===== config.mk =====
export PLATFORM = sky130hd
export DESIGN_NAME = cancellable_multi_timer_queue
export DESIGN_NICKNAME = d
export VERILOG_FILES = /design/src/rtl/cmtq_pkg.sv /design/src/rtl/cmtq_ctl.sv /design/src/rtl/cmtq_dp.sv /design/src/rtl/cancellable_multi_timer_queue.sv
export SDC_FILE = /design/constraint.sdc
export NUM_CORES = 1
export LEC_CHECK = 0
export ABC_AREA = 1
export BUFFER_PORTS_ARGS = -buffer_cell sky130_fd_sc_hd__clkbuf_2
export CORE_ASPECT_RATIO = 0.9
export CORE_MARGIN = 10
export CORE_UTILIZATION = 45
export CTS_CLUSTER_SIZE = 28
export DETAILED_ROUTE_END_ITERATION = 8
export GPL_TIMING_DRIVEN = 0
export PLACE_DENSITY = 0.67
export REMOVE_ABC_BUFFERS = 1
export SYNTH_ARGS = -nofsm -noshare
export SYNTH_HDL_FRONTEND = slang
export SYNTH_SLANG_ARGS = --single-unit

===== constraint.sdc =====
create_clock -name clk -period 5.95 [get_ports clk]
set_input_delay 1.19 -clock clk [delete_from_list [all_inputs] [get_ports clk]]
set_output_delay 1.19 -clock clk [all_outputs]
set_load 0.1 [all_outputs]

===== src/rtl/cmtq_pkg.sv =====
// Shared types and constants for the timer queue.
`timescale 1ns / 1ps

package cmtq_pkg;

  localparam int SLOTS       = 16;
  localparam int ID_BITS     = 16;
  localparam int MAX_RESULTS = 16;
  localparam int SLOT_BITS   = (SLOTS > 1) ? $clog2(SLOTS) : 1;
  localparam int CNT_BITS    = $clog2(MAX_RESULTS + 1);
  localparam int TIMER_ID_W  = 16;
  localparam int CANCEL_ID_W = 16;
  localparam int DELAY_W     = 24;
  localparam int TIME_W      = 32;
  localparam int MIN_DELAY_W = 8;

  localparam logic [1:0] OP_SCHEDULE = 2'd0;
  localparam logic [1:0] OP_CANCEL   = 2'd1;
  localparam logic [1:0] OP_TICK     = 2'd2;

  localparam logic [1:0] KIND_ACK    = 2'd0;
  localparam logic [1:0] KIND_FIRED  = 2'd1;
  localparam logic [1:0] KIND_REJECT = 2'd2;

  localparam logic [MIN_DELAY_W-1:0] MIN_DELAY_RESET = 8'd1;

  typedef struct packed {
    logic [1:0]             opcode;
    logic [DELAY_W-1:0]     delay;
    logic [CANCEL_ID_W-1:0] cancel_id;
  } in_item_t;

  typedef struct packed {
    logic [1:0]            kind;
    logic [TIMER_ID_W-1:0] timer_id;
    logic [TIME_W-1:0]     deadline;
    logic                  last;
  } out_item_t;

  typedef struct packed {
    logic load_in;
    logic tick;
    logic scan_clr;
    logic scan_step;
    logic cancel_step;
    logic sched_write;
    logic take_best;
    logic emit_pend;
    logic emit_last;
  } cmd_t;

  typedef struct packed {
    logic out_free;
    logic best_found;
    logic scan_last;
  } status_t;

endpackage


===== src/rtl/cmtq_ctl.sv =====
// Controller state machine for the timer queue.
`timescale 1ns / 1ps

module cmtq_ctl import cmtq_pkg::*; (
  input  logic       clk,
  input  logic       rst,
  input  logic       in_valid,
  input  logic [1:0] in_op,
  input  status_t    status,
  output logic       in_ready,
  output cmd_t       cmd
);

  typedef enum logic [2:0] {
    ST_IDLE,
    ST_SCHED,
    ST_CANCEL,
    ST_SCAN,
    ST_DECIDE,
    ST_FLUSH
  } state_t;

  state_t              state;
  state_t              state_next;
  logic [CNT_BITS-1:0] count;
  logic [CNT_BITS-1:0] count_next;

  assign in_ready = (state == ST_IDLE);

  always_comb begin
    cmd        = '0;
    state_next = state;
    count_next = count;
    unique case (state)
      ST_IDLE: begin
        if (in_valid) begin
          cmd.load_in = 1'b1;
          unique case (in_op)
            OP_SCHEDULE: state_next = ST_SCHED;
            OP_CANCEL: begin
              cmd.scan_clr = 1'b1;
              state_next   = ST_CANCEL;
            end
            OP_TICK: begin
              cmd.tick     = 1'b1;
              cmd.scan_clr = 1'b1;
              count_next   = '0;
              state_next   = ST_SCAN;
            end
            default: state_next = ST_IDLE;
          endcase
        end
      end
      ST_SCHED: begin
        if (status.out_free) begin
          cmd.sched_write = 1'b1;
          state_next      = ST_IDLE;
        end
      end
      ST_CANCEL: begin
        cmd.cancel_step = 1'b1;
        if (status.scan_last) state_next = ST_IDLE;
      end
      ST_SCAN: begin
        cmd.scan_step = 1'b1;
        if (status.scan_last) state_next = ST_DECIDE;
      end
      ST_DECIDE: begin
        if (status.best_found) begin
          if (count == '0 || status.out_free) begin
            cmd.take_best = 1'b1;
            cmd.emit_pend = (count != '0);
            count_next    = count + 1'b1;
            if (count == CNT_BITS'(MAX_RESULTS - 1)) begin
              state_next = ST_FLUSH;
            end else begin
              cmd.scan_clr = 1'b1;
              state_next   = ST_SCAN;
            end
          end
        end else if (count == '0) begin
          state_next = ST_IDLE;
        end else begin
          state_next = ST_FLUSH;
        end
      end
      ST_FLUSH: begin
        if (status.out_free) begin
          cmd.emit_pend = 1'b1;
          cmd.emit_last = 1'b1;
          state_next    = ST_IDLE;
        end
      end
      default: state_next = ST_IDLE;
    endcase
  end

  always_ff @(posedge clk) begin
    if (rst) begin
      state <= ST_IDLE;
      count <= '0;
    end else begin
      state <= state_next;
      count <= count_next;
    end
  end

  a_emit_needs_room: assert property (@(posedge clk) disable iff (rst)
    (cmd.emit_pend || cmd.sched_write) |-> status.out_free)
    else $error("emit issued while output register busy");

  a_count_bound: assert property (@(posedge clk) disable iff (rst)
    count <= CNT_BITS'(MAX_RESULTS))
    else $error("fired count exceeds limit");

  a_flush_has_pending: assert property (@(posedge clk) disable iff (rst)
    (state == ST_FLUSH) |-> (count != '0))
    else $error("flush without pending item");

endmodule


===== src/rtl/cmtq_dp.sv =====
// Datapath for the timer queue: slot table, clock, scan unit and output register.
`timescale 1ns / 1ps

module cmtq_dp import cmtq_pkg::*; (
  input  logic                   clk,
  input  logic                   rst,
  input  cmd_t                   cmd,
  output status_t                status,
  input  logic                   cfg_valid,
  input  logic [MIN_DELAY_W-1:0] cfg_data,
  input  in_item_t               in_item,
  input  logic                   out_stall,
  output logic                   out_valid,
  output out_item_t              out_item
);

  logic [MIN_DELAY_W-1:0] min_delay;
  logic [TIME_W-1:0]      cur_time;
  logic [ID_BITS-1:0]     next_ident;
  logic [SLOTS-1:0]       slot_valid;
  logic [TIME_W-1:0]      slot_deadline [SLOTS];
  logic [ID_BITS-1:0]     slot_ident [SLOTS];
  in_item_t               in_reg;
  logic [SLOT_BITS-1:0]   idx;
  logic                   best_found;
  logic [SLOT_BITS-1:0]   best_idx;
  logic [TIME_W-1:0]      best_age;
  logic [ID_BITS-1:0]     best_id;
  logic [TIME_W-1:0]      best_dl;
  logic [ID_BITS-1:0]     pend_id;
  logic [TIME_W-1:0]      pend_dl;

  logic [SLOT_BITS-1:0]   free_idx;
  logic                   full;
  logic [DELAY_W-1:0]     min_ext;
  logic [DELAY_W-1:0]     delay_eff;
  logic [TIME_W-1:0]      sched_dl;
  logic [TIME_W-1:0]      age;
  logic                   due;
  logic                   better;
  logic [ID_BITS-1:0]     cid;
  logic                   out_free;

  always_comb begin
    free_idx = '0;
    for (int i = SLOTS - 1; i >= 0; i--) begin
      if (!slot_valid[i]) free_idx = SLOT_BITS'(i);
    end
  end

  assign full      = &slot_valid;
  assign min_ext   = DELAY_W'(min_delay);
  assign delay_eff = (in_reg.delay < min_ext) ? min_ext : in_reg.delay;
  assign sched_dl  = cur_time + TIME_W'(delay_eff);
  assign age       = cur_time - slot_deadline[idx];
  assign due       = slot_valid[idx] && !age[TIME_W-1];
  assign better    = !best_found || (age > best_age) ||
                     ((age == best_age) && (slot_ident[idx] < best_id));
  assign cid       = ID_BITS'(in_reg.cancel_id);
  assign out_free  = !out_valid || !out_stall;

  assign status.out_free   = out_free;
  assign status.best_found = best_found;
  assign status.scan_last  = (idx == SLOT_BITS'(SLOTS - 1));

  always_ff @(posedge clk) begin
    if (rst) begin
      min_delay  <= MIN_DELAY_RESET;
      cur_time   <= '0;
      next_ident <= '0;
      slot_valid <= '0;
      idx        <= '0;
      best_found <= 1'b0;
      out_valid  <= 1'b0;
    end else begin
      if (cfg_valid) min_delay <= cfg_data;
      if (cmd.load_in) in_reg <= in_item;
      if (cmd.tick) cur_time <= cur_time + 1'b1;

      if (cmd.scan_clr) begin
        idx        <= '0;
        best_found <= 1'b0;
      end else if (cmd.scan_step || cmd.cancel_step) begin
        idx <= status.scan_last ? '0 : idx + 1'b1;
      end

      if (cmd.scan_step && due && better) begin
        best_found <= 1'b1;
        best_idx   <= idx;
        best_age   <= age;
        best_id    <= slot_ident[idx];
        best_dl    <= slot_deadline[idx];
      end

      if (cmd.cancel_step && slot_valid[idx] && (slot_ident[idx] == cid)) begin
        slot_valid[idx] <= 1'b0;
      end

      if (cmd.take_best) begin
        slot_valid[best_idx] <= 1'b0;
        pend_id              <= best_id;
        pend_dl              <= best_dl;
      end

      if (cmd.sched_write && !full) begin
        slot_valid[free_idx]    <= 1'b1;
        slot_deadline[free_idx] <= sched_dl;
        slot_ident[free_idx]    <= next_ident;
        next_ident              <= next_ident + 1'b1;
      end

      if (cmd.sched_write || cmd.emit_pend) begin
        out_valid <= 1'b1;
      end else if (out_valid && !out_stall) begin
        out_valid <= 1'b0;
      end
    end

    if (cmd.sched_write) begin
      out_item.kind     <= full ? KIND_REJECT : KIND_ACK;
      out_item.timer_id <= full ? '0 : TIMER_ID_W'(next_ident);
      out_item.deadline <= sched_dl;
      out_item.last     <= 1'b1;
    end else if (cmd.emit_pend) begin
      out_item.kind     <= KIND_FIRED;
      out_item.timer_id <= TIMER_ID_W'(pend_id);
      out_item.deadline <= pend_dl;
      out_item.last     <= cmd.emit_last;
    end
  end

  a_take_live_slot: assert property (@(posedge clk) disable iff (rst)
    cmd.take_best |-> slot_valid[best_idx])
    else $error("fired slot is not live");

  a_sched_fills_one: assert property (@(posedge clk) disable iff (rst)
    (cmd.sched_write && !full) |=>
      ($countones(slot_valid) == $countones($past(slot_valid)) + 1))
    else $error("schedule did not fill exactly one slot");

  a_take_frees_one: assert property (@(posedge clk) disable iff (rst)
    cmd.take_best |=>
      ($countones(slot_valid) + 1 == $countones($past(slot_valid))))
    else $error("fire did not free exactly one slot");

endmodule


===== src/rtl/cancellable_multi_timer_queue.sv =====
// Top level of the cancellable multi-timer queue.
//
//   port group  direction  handshake            payload
//   in          input      in_valid / in_stall  in_item   (in_item_t)
//   out         output     out_valid / out_stall out_item (out_item_t)
//   cfg         input      cfg_valid / cfg_ready cfg_data (min_delay)
//
// Schedule: the item is accepted, then the slot is written and the result loaded once the output is free.
// Cancel: the item is accepted, then one slot compare per cycle over all SLOTS slots.
// Tick: accept the item, then one scan of all slots and a pick per fired timer, a closing empty
//   scan unless MAX_RESULTS fired, and an emit of the last item if any fired.
// Reset clears slot valid bits, time, id counter and min_delay (to 1) at once.
// A stalled output holds the controller at its next emit step; input is taken
//   only while the controller is idle.
`timescale 1ns / 1ps

module cancellable_multi_timer_queue import cmtq_pkg::*; (
  input  logic                   clk,
  input  logic                   rst,
  input  logic                   in_valid,
  output logic                   in_stall,
  input  in_item_t               in_item,
  output logic                   out_valid,
  input  logic                   out_stall,
  output out_item_t              out_item,
  input  logic                   cfg_valid,
  output logic                   cfg_ready,
  input  logic [MIN_DELAY_W-1:0] cfg_data
);

  cmd_t    cmd;
  status_t status;
  logic    in_ready;

  assign in_stall  = !in_ready;
  assign cfg_ready = 1'b1;

  cmtq_ctl u_ctl (
    .clk      (clk),
    .rst      (rst),
    .in_valid (in_valid),
    .in_op    (in_item.opcode),
    .status   (status),
    .in_ready (in_ready),
    .cmd      (cmd)
  );

  cmtq_dp u_dp (
    .clk       (clk),
    .rst       (rst),
    .cmd       (cmd),
    .status    (status),
    .cfg_valid (cfg_valid),
    .cfg_data  (cfg_data),
    .in_item   (in_item),
    .out_stall (out_stall),
    .out_valid (out_valid),
    .out_item  (out_item)
  );

endmodule


; Word level (Yosys, flattened, before mapping)
; Memory sizes are Yosys's and may differ from the RTL's. A register that Yosys moved wholly into a read port is not among the register bits.
; Cells that the tools add are included.
[classes]
n_addsub = 6
bitwise = 6
n_lt_le_gt_ge = 9
n_reduce_logical = 40
muxes = 79
n_eq_ne = 19
[op_table]
columns = operator, n
row1 = 51-bit 2-to-1 mux, 2
row2 = 16-bit 2-to-1 mux, 6
row3 = 4-bit 2-to-1 mux, 21
row4 = "32-bit by 1-bit adder with 32-bit output, second input constant", 1
row5 = 32-bit by 24-bit adder with 32-bit output, 1
row6 = 16-bit bitwise AND, 2
row7 = 32-bit == test, 1
row8 = 32-bit greater-than comparator, 1
row9 = 16-bit NOT, 2
row10 = 32-bit subtractor, 1
row11 = 3-bit 2-to-1 mux, 9
row12 = 24-bit by 8-bit < comparator with 1-bit output, 1
row13 = 24-bit 2-to-1 mux, 1
row14 = 1-bit 2-to-1 mux, 22
row15 = 5-bit 2-to-1 mux, 4
row16 = "16-bit by 1-bit adder with 16-bit output, second input constant", 1
row17 = 16-bit == test, 1
row18 = 16-bit < comparator, 1
row19 = 16-bit bitwise OR, 1
row20 = 16-bit AND reduction, 1
row21 = "4-bit by 5-bit < comparator with 1-bit output, second input constant", 3
row22 = 3-bit case mux with 5 select lines, 1
row23 = 1-bit demux with 4-bit select, 3
row24 = "4-bit by 1-bit >= comparator with 1-bit output, second input constant", 3
row25 = other kinds (29), 69
[totals]
ff_bits = 309
inputBits = 55
mem_bits_rw = 768
mem_count = 2
out_inout_bits = 54
wordCells = 182
[mem_list]
columns = memory, depth, width, rd, rd_ports_with_merged_regs, write_ports, line
row1 = u_dp.slot_deadline, 16, 32, 1, 1, 1, cmtq_dp.sv:21  ; logic [TIME_W-1:0] slot_deadline [SLOTS];
row2 = u_dp.slot_ident, 16, 16, 1, 1, 1, cmtq_dp.sv:22  ; logic [ID_BITS-1:0] slot_ident [SLOTS];

; Longest topological paths before layout
[logic_depth]
ltp_word = 22
mapped_depth = 35
mapped_depth_nobuf = 29

; By module
; From an unflattened synthesis, not the netlist that was laid out.
[hier_totals]
hier_cells = 4102
area_unflattened_um2 = 47055.1
[modules_own_cells]
columns = module, seq_area_each_um2, instances, cells_per_inst, area_per_inst_um2
row1 = cmtq_dp, 31390.1, 1, 3982, 46294.4
row2 = cmtq_ctl, 160.2, 1, 117, 745.7
row3 = cancellable_multi_timer_queue, 0.0, 1, 3, 15.0

; Least setup slack after synthesis
; OpenSTA, ideal clock, no wires.
[synth_path]
kind = flip-flop to flip-flop
startpoint = reg (tool-made name)
endpoint = reg u_dp.best_age[0] (enable)
setup_ns = 0.438
n_path_buf = 6
arrival_time_ns = 6.117
period_less_slack_ns = 6.555
slack_ns = -0.605
required_time_ns = 5.512
stages_incl_launch_ff = 32
path_cell_list = dfxtp_1 -> buf_6 -> buf_6 -> buf_4 -> buf_4 -> buf_2 -> clkbuf_1 -> o21ai_0 -> o22ai_1 -> o211ai_1 -> nand2_1 -> ha_1 -> fa_1 -> o21ai_1 -> a21oi_1 -> o21bai_1 -> a21boi_1 -> o21ai_0 -> nand2_1 -> o211ai_1 -> nand2_1 -> ha_1 -> nand3_1 -> nor2_1 -> nand3_1 -> nor2_1 -> nand2_1 -> nor2_1 -> nand2_1 -> nand2_1 -> nand2_1 -> inv_1
[synth_rtl]
columns = element, line
row1 = "end signal, assigned", cmtq_dp.sv:90  ; best_age <= age;
row2 = "end, declared", cmtq_dp.sv:27  ; logic [TIME_W-1:0] best_age;

==> flow_summary.ini <==
[place]
finalWeightedCongestion = 0.966
placed_area_um2 = 49500
hpwl_um = 78300
port_buffers = 107
dp.cells = 5402

[setup_path]
reg2regPathDepth = 30
worst_path_max_delay_cell = dfxtp_4
rrSetupSlack_ns = 0.23
cp.arrival_ns = 6.08
critPathLaunchType = flip-flop
max_stage_delay_ns = 0.46
critPathKind = reg2reg
critPathRequiredTime_ns = 6.31
r2r_end = u_dp.best_dl[1]
worstPathMaxFanout = 24
cpMostUsedCell = nand2_1
end_kind = flip-flop

[cells_and_area]
final_util = 0.523
largest_register = u_dp.slot_deadline
final_cells = 5656
drive_gt1_frac = 0.111
diodes = 0
areaGrowthSynthToFinish_pct = 15.0
fin_area_um2 = 54300
fillers = 8668
largest_registers = u_dp.slot_deadline (512), u_dp.slot_ident (256), u_dp.out_item (51)
nets = 4377
largest_reg_flops = 512

[routing]
drt_first_pass_iters = 7
via_per_inst = 5.90
drc = 0
drt_iter0_drc = 4169
vias = 33400
routed_wl_um = 144000
antenna_left = 0
wl_per_cell_um = 25.4

[floorplanning]
initial_core_util = 0.454
pin_count = 109
coreArea_um2 = 104000
rows = 112
die_width_um = 361
die_area_um2 = 118000
chipHeight_um = 327

[synth]
ys_ff_latch = 1081
yosysTopAreaCell = edfxtp_1
synth_cell_type_count = 61
yosys.area.top_type_share = 0.630
synth_area_per_cell_um2 = 11.5
seq_area_frac_synth = 0.669
synth_edf_count = 990
async_flop_share = 0
ys_warn_count = 0
synth_commonest_cells = edfxtp_1 (990), nor2_1 (564), nand2_1 (515), o21ai_0 (412), inv_1 (292)
syn_inst = 4093
syn-cell-area_um2 = 47200
yosys-top-cells-area = edfxtp_1 (63%), nor2_1 (4.5%), o21ai_0 (4.4%)
synth.most_common_cell = edfxtp_1
ys_dominant_reg_cell = edfxtp_1

[clocking]
clockBufferDepth = 3
cts_tree = done
clock-sinks = 1081
clk_pin_slew_worst_paths_ns = 0.06
cts.htree.levels = 3
cts_buffers = 106
insertion_delay_ns = 0.70
clockRootBuffer = clkbuf_16
cts-hold-fix-buffers = 0

[flow_run]
cap_violations = 0

[global_routing]
use_met1 = 0.306
grt_max_degree = 128
grt.total_usage = 0.228
met3_usage = 0.0400
grt_pass1_vias = 31400
grt_use_met2 = 0.371
grt_pass1_wl_um = 203000
overflow = 0
gr-max-usage-layer = met2
antenna_found_initial = 1

[sta]
rsz0062_at_grt = yes
fin_crit_sh = 0.961
setup_viol = 0
tightest_slew_ns = 1.41
fin_crit_ns = 5.72
finClkSkew_ns = 0.0301
clock.fmax_mhz = 175
hold_viol = 0
maxSlewHeadroom = 0.0519
slew_violations = 0

[power]
p_per_area_nw_per_um2 = 308
power.leakage_uw = 0.0197
peakVddDrop_mv = 0.240

[worst_hold_path]
hold_start = u_dp.best_dl[15]
min_to = u_dp.pend_dl[15]
hold_path_depth = 0
min_path_type = reg2reg

[outcome]
status = finished, final reports clean
[how the worst max path moves through the flow]
| stage | endpoint | cells past startpoint | from | slack, ns |
|---|---|---|---|---|
| after global routing | u_dp.best_dl[8] | 29 | flip-flop | -0.05 |
| after floorplan | u_dp.best_age[0] | 26 | flip-flop | -10.23 |
| after global placement | u_dp.best_age[2] | 26 | flip-flop | -24.62 |
| final | u_dp.best_dl[1] | 30 | flip-flop | 0.23 |
| after CTS | u_dp.best_dl[25] | 28 | flip-flop | 0.06 |
| after detailed placement | u_dp.best_age[3] | 29 | flip-flop | -2.04 |
[cell usage in the layout, fill, tap and decap left out, types with 37 or more instances in the layout]
cell type  synthesis  final
a21oi_1          154    148
buf_16             0     38
clkbuf_16          0    115
clkbuf_2           3    107
dfxtp_1           91     87
edfxtp_1         990    990
ha_1             121    116
inv_1            292    272
nand2_1          515    508
nand3_1          154    154
nand4_1           39     39
nor2_1           564    561
nor3_1            37     37
o211ai_1          93     93
o21ai_0          412    408
o21ai_1           57     57
o221ai_1         100    100
xor2_1            61     53
[power by group]
| part | switching (uW) | leakage (uW) | internal (uW) |
|---|---|---|---|
| Combinational | 1210 | 0.00814 | 430 |
| Sequential | 73.8 | 0.00993 | 8380 |
| Clock | 2910 | 0.00167 | 3720 |
| Total | 4190 | 0.0197 | 12500 |
[final cells by class]
cell class	count	area [um^2]	share of cell area
repair inverters	6	65.1	0.00120
repair buffers	196	2450	0.0452
flip-flops and latches	1081	31600	0.581
well taps	1368	1710	0.0315
clock inverters	68	618	0.0114
multi-input cells	2500	13800	0.254
clock buffers	129	2780	0.0512
inverters	308	1300	0.0239
[logic make-up after synthesis]
family                     synth area share
DFF                                   0.669
buffers and inverters                0.0455
xor gates and xnor gates             0.0145
AOI/OAI and AO/OA                     0.117
and+or+nand+nor                       0.121
other                             0.0000795
adders and majority gates            0.0329
[routing by layer]
metal,up-vias,share of wire
li1,14900,-
met1,16300,0.40
met2,1825,0.47
met3,337,0.096
met4,2,0.035
met5,-,0.000083
[stage by stage]
step / worst slack, ns / setup TNS (ns) / hold slack, ns / total power, uW
2_1_floorplan: -10.23 / -1453.37 / 0.400 / 9620
3_3_place_gp: -24.62 / -4903.41 / 0.401 / 10100
3_5_place_dp: -2.04 / -160.31 / 0.405 / 10100
4_1_cts: 0.0551 / 0 / 0.409 / 16700
5_1_grt: -0.0480 / -0.378 / 0.409 / 17200
6_report: 0.230 / 0 / 0.410 / 16700
[critical path, delay by kind of cell, from the launching register on]
kind / cells / cell delay (ns)
buffers and inverters: 6 / 1.11
and+or+nand+nor: 17 / 2.24
AOI/OAI and AO/OA: 4 / 0.72
DFF: 1 / 0.46
adders and majority gates: 2 / 0.70
xor gates and xnor gates: 1 / 0.10
[what timing repair did]
action | CTS | global route
pin swaps | 1 | 6
gates cloned | 17 | 10
buffers inserted | 17 | 10
resized for setup | 31 | 43
setup endpoints to repair | 136 | 120
Note: power is estimated with default switching activity, not from simulation.
